--- config.mk ---
export PLATFORM = sky130hd
export DESIGN_NAME = gdw_dist
export DESIGN_NICKNAME = d
export VERILOG_FILES = /design/src/sv/gdw_pkg.sv /design/src/sv/gdw_dist.sv
export SDC_FILE = /design/constraint.sdc
export NUM_CORES = 2
export LEC_CHECK = 0
export BUFFER_PORTS_ARGS = -buffer_cell sky130_fd_sc_hd__buf_2
export CELL_PAD_IN_SITES_DETAIL_PLACEMENT = 0
export CELL_PAD_IN_SITES_GLOBAL_PLACEMENT = 1
export CORE_ASPECT_RATIO = 0.6
export CORE_MARGIN = 4
export CORE_UTILIZATION = 56
export DETAILED_ROUTE_END_ITERATION = 10
export PLACE_DENSITY = 0.93
export SYNTH_ARGS = -nofsm -noshare
export SYNTH_HDL_FRONTEND = slang
export SYNTH_SLANG_ARGS = --single-unit
--- constraint.sdc ---
create_clock -name clk -period 12 [get_ports clk]
set_input_delay 1.2 -clock clk [delete_from_list [all_inputs] [get_ports clk]]
set_output_delay 1.2 -clock clk [all_outputs]
set_load 0.1 [all_outputs]
--- src/sv/gdw_pkg.sv ---
package gdw_pkg;

    // Exp table geometry
    localparam int EXP_TABLE_ENTRIES = 256;
    localparam int J_W               = $clog2(EXP_TABLE_ENTRIES);
    localparam int TBL_IDX_W         = $clog2(EXP_TABLE_ENTRIES + 1);
    localparam int P_W               = 16 + J_W;

    // Datapath widths
    localparam int INV_W   = 24;
    localparam int SQ_W    = 32;
    localparam int D2_W    = SQ_W + 1;
    localparam int EPROD_W = D2_W + INV_W;
    localparam int E_W     = 26;
    localparam int G_W     = 31;

    // Fixed-point constants
    localparam logic [63:0] LN2_Q30      = 64'd744261118;
    localparam logic [63:0] ONE_Q30_W    = 64'd1073741824;
    localparam logic [16:0] LOG2E_Q16    = 17'd94548;
    localparam logic [G_W-1:0] ONE_Q30   = 31'd1073741824;
    localparam int          SERIES_TERMS = 12;
    localparam int          K_MAX        = 30;

    // Accepting edge to the edge that takes the result
    localparam int PIPE_LATENCY = 13;

    // Configuration register indexes
    typedef enum logic [1:0] {
        CFG_INV_TWO_SIGMA_SQ = 2'd0,
        CFG_MAX_WEIGHT       = 2'd1,
        CFG_MIN_WEIGHT       = 2'd2
    } cfg_index_t;

    // Beat from the distance/scale pipe to the exp pipe
    typedef struct packed {
        logic               valid;
        logic [EPROD_W-1:0] prod;
    } gdw_scale_t;

    // Beat from the exp pipe to the blend stage
    typedef struct packed {
        logic           valid;
        logic [G_W-1:0] gain;
    } gdw_gain_t;

    // 2^-(i/N) in Q.30, i = 0..N
    typedef logic [EXP_TABLE_ENTRIES:0][G_W-1:0] exp_rom_t;

    function automatic exp_rom_t build_exp_rom();
        exp_rom_t    rom;
        logic [63:0] y;
        logic [63:0] term;
        longint      sum;
        for (int i = 0; i <= EXP_TABLE_ENTRIES; i++)
        begin
            y    = (64'(i) * LN2_Q30 + 64'(EXP_TABLE_ENTRIES / 2)) / 64'(EXP_TABLE_ENTRIES);
            term = ONE_Q30_W;
            sum  = longint'(ONE_Q30_W);
            for (int m = 1; m <= SERIES_TERMS; m++)
            begin
                term = ((term * y + 64'd536870912) >> 30) / 64'(m);
                if ((m % 2) == 1)
                    sum = sum - longint'(term);
                else
                    sum = sum + longint'(term);
            end
            if (sum < 0)
                sum = 0;
            rom[i] = G_W'(sum);
        end
        return rom;
    endfunction

    localparam exp_rom_t EXP_ROM = build_exp_rom();

endpackage

--- src/sv/gdw_dist.sv ---
module gdw_dist
    import gdw_pkg::*;
(
    input  logic                clk,
    input  logic                rst_n,
    input  logic                in_valid,
    input  logic signed [15:0]  source_x,
    input  logic signed [15:0]  source_y,
    input  logic signed [15:0]  target_x,
    input  logic signed [15:0]  target_y,
    input  logic [INV_W-1:0]    inv_two_sigma_sq,
    output gdw_scale_t          scale
);

    logic               v1_reg, v2_reg, v3_reg, v4_reg;
    logic [16:0]        adx_reg, ady_reg, adx_next, ady_next;
    logic [SQ_W-1:0]    sqx_reg, sqy_reg, sqx_next, sqy_next;
    logic [D2_W-1:0]    d2_reg, d2_next;
    logic [EPROD_W-1:0] prod_reg, prod_next;
    logic [16:0]        dx, dy;
    logic [33:0]        sqx_full, sqy_full;

    // Stage 1: coordinate differences, magnitude only
    always_comb
    begin
        dx       = {source_x[15], source_x} - {target_x[15], target_x};
        dy       = {source_y[15], source_y} - {target_y[15], target_y};
        adx_next = dx[16] ? (17'd0 - dx) : dx;
        ady_next = dy[16] ? (17'd0 - dy) : dy;
    end

    // Stage 2: squares (|d| <= 65535, so each fits 32 bits)
    always_comb
    begin
        sqx_full = adx_reg * adx_reg;
        sqy_full = ady_reg * ady_reg;
        sqx_next = sqx_full[SQ_W-1:0];
        sqy_next = sqy_full[SQ_W-1:0];
    end

    // Stage 3: squared distance, Q17.16
    assign d2_next = {1'b0, sqx_reg} + {1'b0, sqy_reg};

    // Stage 4: scale by 1/(2 sigma^2)
    assign prod_next = d2_reg * inv_two_sigma_sq;

    always_ff @(posedge clk or negedge rst_n)
    begin
        if (!rst_n)
        begin
            v1_reg <= 1'b0;
            v2_reg <= 1'b0;
            v3_reg <= 1'b0;
            v4_reg <= 1'b0;
        end
        else
        begin
            v1_reg <= in_valid;
            v2_reg <= v1_reg;
            v3_reg <= v2_reg;
            v4_reg <= v3_reg;
        end
    end

    always_ff @(posedge clk)
    begin
        adx_reg  <= adx_next;
        ady_reg  <= ady_next;
        sqx_reg  <= sqx_next;
        sqy_reg  <= sqy_next;
        d2_reg   <= d2_next;
        prod_reg <= prod_next;
    end

    assign scale.valid = v4_reg;
    assign scale.prod  = prod_reg;

endmodule

==> run metrics <==
Layout area overhead=4.659%; core box area=85470 um2; Synth Flop Type=dfxtp_1; # H-tree levels=4; ANT nets after route=0; RSZ-0062 raised after global routing=no; Placed Area=roughly 50000 um2; Hold Path Class=reg -> reg; final setup vio count=0; Mapped Area=slightly below 50000 um2; post-DP HPWL=97.33 mm; drt first pass iters=6; Starting DRT DRC Count=2817; slowest stage delay, CP=0.64 ns; Seq/Total Area, Yosys=between 7 and 8%; # hold bufs at CTS=0; Setup crit start kind=input pin; max_slew headroom=13.06%; critical path arrival=around 8.6 ns; Synth async-reset ratio=about 2.1%; CP Capture Type=flip-flop; Critical Path Fanout Max=33; global placement routability congestion=around 0.93; top cell type's share of synthesized area=between 40% and 50%; Clock Latency Late Sink=roughly 0.52 ns; I/O Pins=149; die width=387.0 um; synthesized flop and latch total=190; CTS-repair resized insts=0; Inserted Clock Buffers=17; Die H=235.4 um; fraction of layout instances using a drive strength above 1=4.932%; Setup TNS Final=0 ns; deepest clock path buffer count=2; Max Fclk=about 120 MHz; TritonCTS clock tree=yes; delay-heaviest family, CP=adder cells; Slew Limit Fails=0; outcome=finished clean; syn_area_per_cell=9.140 um2; Area contributors post-synth=fa_1, ha_1, inv_1; Final min period=between 8 and 9 ns; first-pass GRT wire length=approximately 200 mm; Final Non-Filler Cells=about 6400; Final nets=6886; area leader, netlist=fa_1; Via density=around 5.3; effective utilization at floorplan=56.46%; Setup Buffers After CTS=0; vias=34280; Clk pin slew, worst setup/hold paths=0.08 ns; max reg flops=57; final wirelength=between 100 and 150 mm; Top Layer Used=met5; clk_skew=0.02038 ns; initial antenna violation count=5; critical path's slowest cell=buf_2; Ys Warns=0; Worst EP required=12.44 ns; critical path type=in -> reg; worst r2r path cells=24; hold depth=0; max-cap viol count=0; Hold WS=0.3608 ns; vias in the first global route=about 37000; DR WL met2=49.88 mm; CTS sink cnt=190; Routed WL per cell=around 18 um; syn_nets=6887; total gr overflow=0; Final Cell Area=50510 um2; Buf/Inv on CP=6; CP dominant cell by count=fa_1; DR WL met3=around 13 mm; largest net degree at the start of global routing=34; I/O Buffers=roughly 150; Crit. path cell count=25; Met1 Wirelength=54.46 mm; Worst-Margin Slew=approximately 1.3 ns; EDFF count, synth=0; final hold vios=0; Final Cycle Share=between 60% and 70%; Post-Synthesis Cells=~5300; Placed Cells=around 6400; GRT Overall Usage=27.39%; site row count=83; Die ar.=between 90000 and 100000 um2; CTS Root Cell=clkbuf_16; DRC=0; Netlist cell types=82
## layer usage
metal | track usage, % | vias up
met5 | 0 | -
met4 | 5.009 | 4
met3 | 7.786 | 118
met2 | 39.38 | 1452
met1 | 41.66 | 17150
li1 | - | 15560
## worst reg2reg max path, stage by stage, from the launching register on
cell and delay [ns]:
dfxtp_1 1.17, nand2_1 0.24, fa_1 0.60, inv_1 0.05, fa_1 0.48, inv_1 0.05
fa_1 0.56, fa_1 0.47, fa_1 0.56, inv_1 0.06, fa_1 0.49, inv_1 0.05
fa_1 0.47, inv_1 0.04, ha_1 0.37, a211oi_1 0.33, o21ai_1 0.14, a32oi_1 0.18
o21ai_1 0.16, a211oi_2 0.41, nor3_1 0.18, or2_1 0.29, a221o_1 0.37, a21oi_2 0.15
xnor2_1 0.12
## cell usage in the layout, fill, tap and decap left out, drive strengths merged, types with 41 or more instances in the layout
cell,synthesis,final
o21ai,71,71
a21oi,116,116
fa,1066,1066
nand3,41,41
ha,450,450
dfxtp,186,186
inv,1337,1347
xnor2,124,124
and2,507,507
a21o,85,85
xor2,70,70
nand2,589,589
buf,8,179
nor2,130,130
## logic make-up (layout without fill, tap and decap cells)
kind of cell	Yosys count	after routing	share of synthesized area, %
xor gates and xnor gates	194	194	3.521
AOI/OAI and AO/OA	423	423	5.987
adders and majority gates	1516	1516	55.89
buffers and inverters	1536	1548	11.98
DFF	190	190	7.923
and+or+nand+nor	1417	1417	14.61
muxes	4	4	0.09074
other	0	2	0
## synth_stat cells, drive strengths merged, types with 41 or more instances
cell and instances:
inv 1337, dfxtp 186, xor2 70, nand3 41, o21ai 71, clkbuf 191
and2 507, a21oi 116, fa 1066, nor2 130, a21o 85, nand2 589
xnor2 124, ha 450
## worst paths after layout
path,startpoint,end,slack (ns)
worst max-delay path,inv_two_sigma_sq[4],prod_reg[53],3.82
worst min-delay path,v1_reg,v2_reg,0.36
worst max register to register,d2_reg[13],prod_reg[53],3.95
worst min register to register,v1_reg,v2_reg,0.36
max in group asynchronous,rst_n,v3_reg,11.40
min in group asynchronous,rst_n,v1_reg,0.48
## through the flow
stage	setup slack, ns	utilization, %
after global routing	3.489	59.09
final	3.817	59.09
after floorplan	4.383	-
after global placement	3.504	58.39
after CTS	3.932	59.09
after detailed placement	3.390	58.39
## final cells by class
cell class	instances	area, um2
repair buffers	179	973.4
multi-input cells	3554	38650
flip-flops and latches	190	3824
inverters	1337	5019
clock inverters	14	157.7
well taps	1147	1435
clock buffers	18	439.2
diodes	2	5.005
fillers	7333	34960
Power is not shown: default switching activity piles up to over one toggle a cycle in this logic, so the estimate is an artifact.
