$ cat src/sv/gdw_pkg.sv
package gdw_pkg;

    // Exp table geometry
    localparam int EXP_TABLE_ENTRIES = 256;
    localparam int J_W               = $clog2(EXP_TABLE_ENTRIES);
    localparam int TBL_IDX_W         = $clog2(EXP_TABLE_ENTRIES + 1);
    localparam int P_W               = 16 + J_W;

    // Datapath widths
    localparam int INV_W   = 24;
    localparam int SQ_W    = 32;
    localparam int D2_W    = SQ_W + 1;
    localparam int EPROD_W = D2_W + INV_W;
    localparam int E_W     = 26;
    localparam int G_W     = 31;

    // Fixed-point constants
    localparam logic [63:0] LN2_Q30      = 64'd744261118;
    localparam logic [63:0] ONE_Q30_W    = 64'd1073741824;
    localparam logic [16:0] LOG2E_Q16    = 17'd94548;
    localparam logic [G_W-1:0] ONE_Q30   = 31'd1073741824;
    localparam int          SERIES_TERMS = 12;
    localparam int          K_MAX        = 30;

    // Accepting edge to the edge that takes the result
    localparam int PIPE_LATENCY = 13;

    // Configuration register indexes
    typedef enum logic [1:0] {
        CFG_INV_TWO_SIGMA_SQ = 2'd0,
        CFG_MAX_WEIGHT       = 2'd1,
        CFG_MIN_WEIGHT       = 2'd2
    } cfg_index_t;

    // Beat from the distance/scale pipe to the exp pipe
    typedef struct packed {
        logic               valid;
        logic [EPROD_W-1:0] prod;
    } gdw_scale_t;

    // Beat from the exp pipe to the blend stage
    typedef struct packed {
        logic           valid;
        logic [G_W-1:0] gain;
    } gdw_gain_t;

    // 2^-(i/N) in Q.30, i = 0..N
    typedef logic [EXP_TABLE_ENTRIES:0][G_W-1:0] exp_rom_t;

    function automatic exp_rom_t build_exp_rom();
        exp_rom_t    rom;
        logic [63:0] y;
        logic [63:0] term;
        longint      sum;
        for (int i = 0; i <= EXP_TABLE_ENTRIES; i++)
        begin
            y    = (64'(i) * LN2_Q30 + 64'(EXP_TABLE_ENTRIES / 2)) / 64'(EXP_TABLE_ENTRIES);
            term = ONE_Q30_W;
            sum  = longint'(ONE_Q30_W);
            for (int m = 1; m <= SERIES_TERMS; m++)
            begin
                term = ((term * y + 64'd536870912) >> 30) / 64'(m);
                if ((m % 2) == 1)
                    sum = sum - longint'(term);
                else
                    sum = sum + longint'(term);
            end
            if (sum < 0)
                sum = 0;
            rom[i] = G_W'(sum);
        end
        return rom;
    endfunction

    localparam exp_rom_t EXP_ROM = build_exp_rom();

endpackage

$ cat src/sv/gdw_blend.sv
module gdw_blend
    import gdw_pkg::*;
(
    input  logic               clk,
    input  logic               rst_n,
    input  gdw_gain_t          gain,
    input  logic signed [31:0] max_weight,
    input  logic signed [31:0] min_weight,
    output logic               done,
    output logic signed [31:0] weight,
    output logic               saturated
);

    localparam logic signed [34:0] WIDE_MAX = 35'sd2147483647;
    localparam logic signed [34:0] WIDE_MIN = -35'sd2147483648;

    logic signed [32:0] diff;
    logic [32:0]        dmag;
    logic [31:0]        mag_reg, mag_next;
    logic               neg_reg, neg_next;
    logic               v12_reg, done_reg;
    logic [62:0]        mprod_reg, mprod_next;
    logic [62:0]        mprod_rnd;
    logic [32:0]        pr;
    logic signed [34:0] w;
    logic signed [31:0] weight_reg, weight_next;
    logic               sat_reg, sat_next;

    // Span between the two weights, refreshed every cycle from config
    always_comb
    begin
        diff     = 33'(max_weight) - 33'(min_weight);
        neg_next = diff[32];
        dmag     = diff[32] ? (33'd0 - diff) : diff;
        mag_next = dmag[31:0];
    end

    // Stage 12: span times gain
    assign mprod_next = mag_reg * gain.gain;

    // Stage 13: round, offset by min, clip to 32 bits
    always_comb
    begin
        mprod_rnd = mprod_reg + 63'd536870912;
        pr        = mprod_rnd[62:30];
        if (neg_reg)
            w = 35'(min_weight) - $signed({2'b00, pr});
        else
            w = 35'(min_weight) + $signed({2'b00, pr});
        if (w > WIDE_MAX)
        begin
            weight_next = 32'sh7FFFFFFF;
            sat_next    = 1'b1;
        end
        else if (w < WIDE_MIN)
        begin
            weight_next = 32'sh80000000;
            sat_next    = 1'b1;
        end
        else
        begin
            weight_next = w[31:0];
            sat_next    = 1'b0;
        end
    end

    always_ff @(posedge clk or negedge rst_n)
    begin
        if (!rst_n)
        begin
            v12_reg  <= 1'b0;
            done_reg <= 1'b0;
        end
        else
        begin
            v12_reg  <= gain.valid;
            done_reg <= v12_reg;
        end
    end

    always_ff @(posedge clk)
    begin
        mag_reg    <= mag_next;
        neg_reg    <= neg_next;
        mprod_reg  <= mprod_next;
        weight_reg <= weight_next;
        sat_reg    <= sat_next;
    end

    assign done      = done_reg;
    assign weight    = weight_reg;
    assign saturated = sat_reg;

    // Gain stays in [0,1], so the blend never clips
    a_no_clip: assert property (@(posedge clk) disable iff (!rst_n)
        done |-> !saturated)
        else $error("weight clipped");

    // Result lies between the two configured weights
    a_in_span: assert property (@(posedge clk) disable iff (!rst_n)
        done |-> ((weight >= min_weight && weight <= max_weight) ||
                  (weight <= min_weight && weight >= max_weight)))
        else $error("weight outside min/max span");

endmodule

$ cat config.mk
export PLATFORM = sky130hd
export DESIGN_NAME = gdw_blend
export DESIGN_NICKNAME = d
export VERILOG_FILES = /design/src/sv/gdw_pkg.sv /design/src/sv/gdw_blend.sv
export SDC_FILE = /design/constraint.sdc
export NUM_CORES = 2
export LEC_CHECK = 0
export CORE_AREA = 2 2 272 274
export DETAILED_ROUTE_END_ITERATION = 10
export DIE_AREA = 0 0 274 276
export DONT_BUFFER_PORTS = 1
export PLACE_DENSITY = 0.71
export SETUP_SLACK_MARGIN = 0.3
export SYNTH_ARGS = -nofsm -noshare
export SYNTH_HDL_FRONTEND = slang
export SYNTH_SLANG_ARGS = --single-unit
$ cat constraint.sdc
create_clock -name clk -period 7.1 [get_ports clk]
set_clock_uncertainty 0.2 [all_clocks]
set_input_delay 1.775 -clock clk [delete_from_list [all_inputs] [get_ports clk]]
set_output_delay 1.775 -clock clk [all_outputs]
set_load 0.03 [all_outputs]
==> results.yml <==
run_status:
  outcome: "complete, but fails checks"
  violations: "setup timing"
floorplanning:
  initial_core_util_pct: 54.73
  row_count: 99
  dieArea_mm2: 0.07562
  core_area_mm2: 0.07259
  fp.dieH_um: 276
  pin_count: 132
  fp.dieW_um: 274
sta:
  layout_min_cycle_time_ps: 8701
  slew_viol_final: 0
  rsz0062_at_grt: "true"
  worstMarginPinSlew_ps: 1121
  fmax_mhz: 114.9
  final.setup.worst_slack_ps: -1601
  period_share_pct: 122.5
  timing.slew.headroom_pct: 25.19
  finalSetupTns_ps: -40750
  hold_viol: 0
  setup_violations: 34
setup_path:
  crit_arrival_ps: 8760
  critical_path.startpoint: "gain[7]"
  start_kind: "input pin"
  worstSetupPathType: "input pin to flop"
  cp-end-kind: "flop"
  r2r_start: "mag_reg[23]"
  worst-path-max-fanout: 32
  required_ps: 7160
routing:
  first_iter_violations: 1758
  drtPass1Iterations: 5
  drt_wl_total_mm: 102.4
  drc: 0
  vias: 30330
  antenna_left: 0
  drt-wirelength-per-cell_um: 18.67
  viasPerCell: 5.530
clocking:
  clk_pin_slew_ps: 90
  htree_levels: 3
  numCtsBuffers: 9
  clockBufferDepth: 2
  cts_sinks: 102
  worst_skew_pair.late_latency_ps: 380
  hold_buffers: 0
  cts_tree: "done"
  cts-root-buf: "clkbuf_16"
global_route:
  grt_max_degree: 33
  grt_pass1_wl_mm: 169.6
  antenna_found_initial: 0
  overflow: 0
  track_usage_pct: 28.11
  grt_pass1_vias: 32720
synth:
  yosys_warnings: 0
  netlist_area_mm2: 0.03972
  synth_edf_count: 0
  synthFlopType: "dfxtp_1"
  synth_largest_area_cell: "fa_1"
  synth_top_area_share_pct: 43.69
  ys_seq_elements: 102
  synthTopCellsByCount: "inv_1 (889), fa_1 (867), nand2_1 (552)"
  synth_cells: 4494
  synth.most_common_cell: "inv_1"
  yosysSeqAreaShare_pct: 5.166
  syn_nets: 5781
  synthTopCellsByArea: "fa_1 (44%), ha_1 (10%), and2_1 (8.6%)"
  async_flop_share_pct: 1.961
  syn_area_per_cell_um2: 8.839
  synthDistinctLibCells: 83
finish:
  final_util_pct: 59.63
  nets: 5807
  n_antenna_cell: 0
  syn_to_final_growth_pct: 8.961
  drive_above_1_share_pct: 10.14
  largest_register_ffs: 34
place:
  dp_hpwl_mm: 84.30
  io_buffer_count: 0
  globalplace.congestion: 0.9281
worst_hold_path:
  hold_start: "v12_reg"
  hold_class: "flop to flop"
flow_run:
  cap_violations: 0
## final timing paths
check / end / slack, ps / cells past startpoint
worst max-delay path: mprod_reg[62] / -1600 / 27
worst min-delay path: done / 180 / 0
worst max register to register: mprod_reg[62] / -910 / 28
worst min register to register: done / 180 / 0
max in group asynchronous: done / 5740 / 0
min in group asynchronous: v12_reg / 880 / 0
## worst max-delay path, stage by stage
cell,delay [ps]
and2_4,140
fa_1,500
fa_1,560
inv_1,60
fa_1,550
fa_1,440
fa_1,550
inv_1,50
fa_1,470
fa_2,600
fa_1,460
ha_4,310
nand3_2,120
nor4bb_4,270
o2111ai_1,140
a31oi_1,180
buf_4,170
o211ai_1,80
buf_4,170
a21oi_4,130
buf_4,140
nor2_2,40
o31ai_2,190
buf_4,170
a31oi_1,80
a211o_1,270
xnor2_1,120
## placed cells by master (no fill, tap or decap), types with 17 or more instances in the layout
master | Yosys | routed
a31oi_1 | 24 | 22
a21oi_1 | 122 | 112
fa_2 | 0 | 25
dfxtp_1 | 100 | 100
buf_4 | 4 | 210
a21oi_2 | 29 | 36
a21o_1 | 31 | 30
nand3_1 | 54 | 52
inv_1 | 889 | 877
nor2_1 | 109 | 105
nor3_1 | 38 | 35
nand2_1 | 552 | 544
or3_1 | 17 | 17
buf_12 | 0 | 27
xnor2_1 | 119 | 116
and3_1 | 18 | 18
and2_1 | 545 | 532
fa_1 | 867 | 842
o21ai_0 | 77 | 70
ha_1 | 322 | 305
nand4_1 | 31 | 31
buf_6 | 3 | 21
o21a_1 | 22 | 22
xor2_1 | 60 | 57
## per-layer routing
metal  vias up  GRT usage (%)  wire length (µm)
li1      13670              -                 -
met1     15580          35.47             40090
met5         -              0                 0
met3       213          2.996              5234
met2       864          49.38             52470
met4         0          10.90              4591
## kinds of logic (layout without fill, tap and decap cells)
family	Yosys count	count (layout)	synth area share [%]
xor gates and xnor gates	181	181	4.028
and+or+nand+nor	1438	1438	18.45
DFF	102	102	5.166
muxes	11	11	0.2803
AOI/OAI and AO/OA	440	441	7.408
buffers and inverters	1133	1163	10.83
adders and majority gates	1189	1189	53.83
## stage by stage
step,std cells,cell area [µm²],hold slack [ps],setup slack [ps]
6_report,5484,43280,175.6,-1601
3_5_place_dp,5440,42270,147.8,-2112
3_3_place_gp,5440,42270,137.9,-2023
2_1_floorplan,4494,40040,131.2,-1602
5_1_grt,5484,43280,191.9,-1878
4_1_cts,5465,42920,178.0,-1597
## layout make-up
| cell class | count | area, µm² |
|---|---|---|
| clock buffers | 9 | 225.2 |
| inverters | 889 | 3337 |
| well taps | 959 | 1200 |
| clock inverters | 7 | 60.06 |
| fillers | 6385 | 29300 |
| repair buffers | 258 | 2354 |
| multi-input cells | 3260 | 34060 |
| flip-flops and latches | 102 | 2052 |
## timing repair
item,CTS,global route
pin swaps,54,46
setup endpoints to repair,34,65
resized for setup,71,56
gates cloned,0,1
setup buffers,9,18
Power is not shown: default switching activity piles up to over one toggle a cycle in this logic, so the estimate is an artifact.
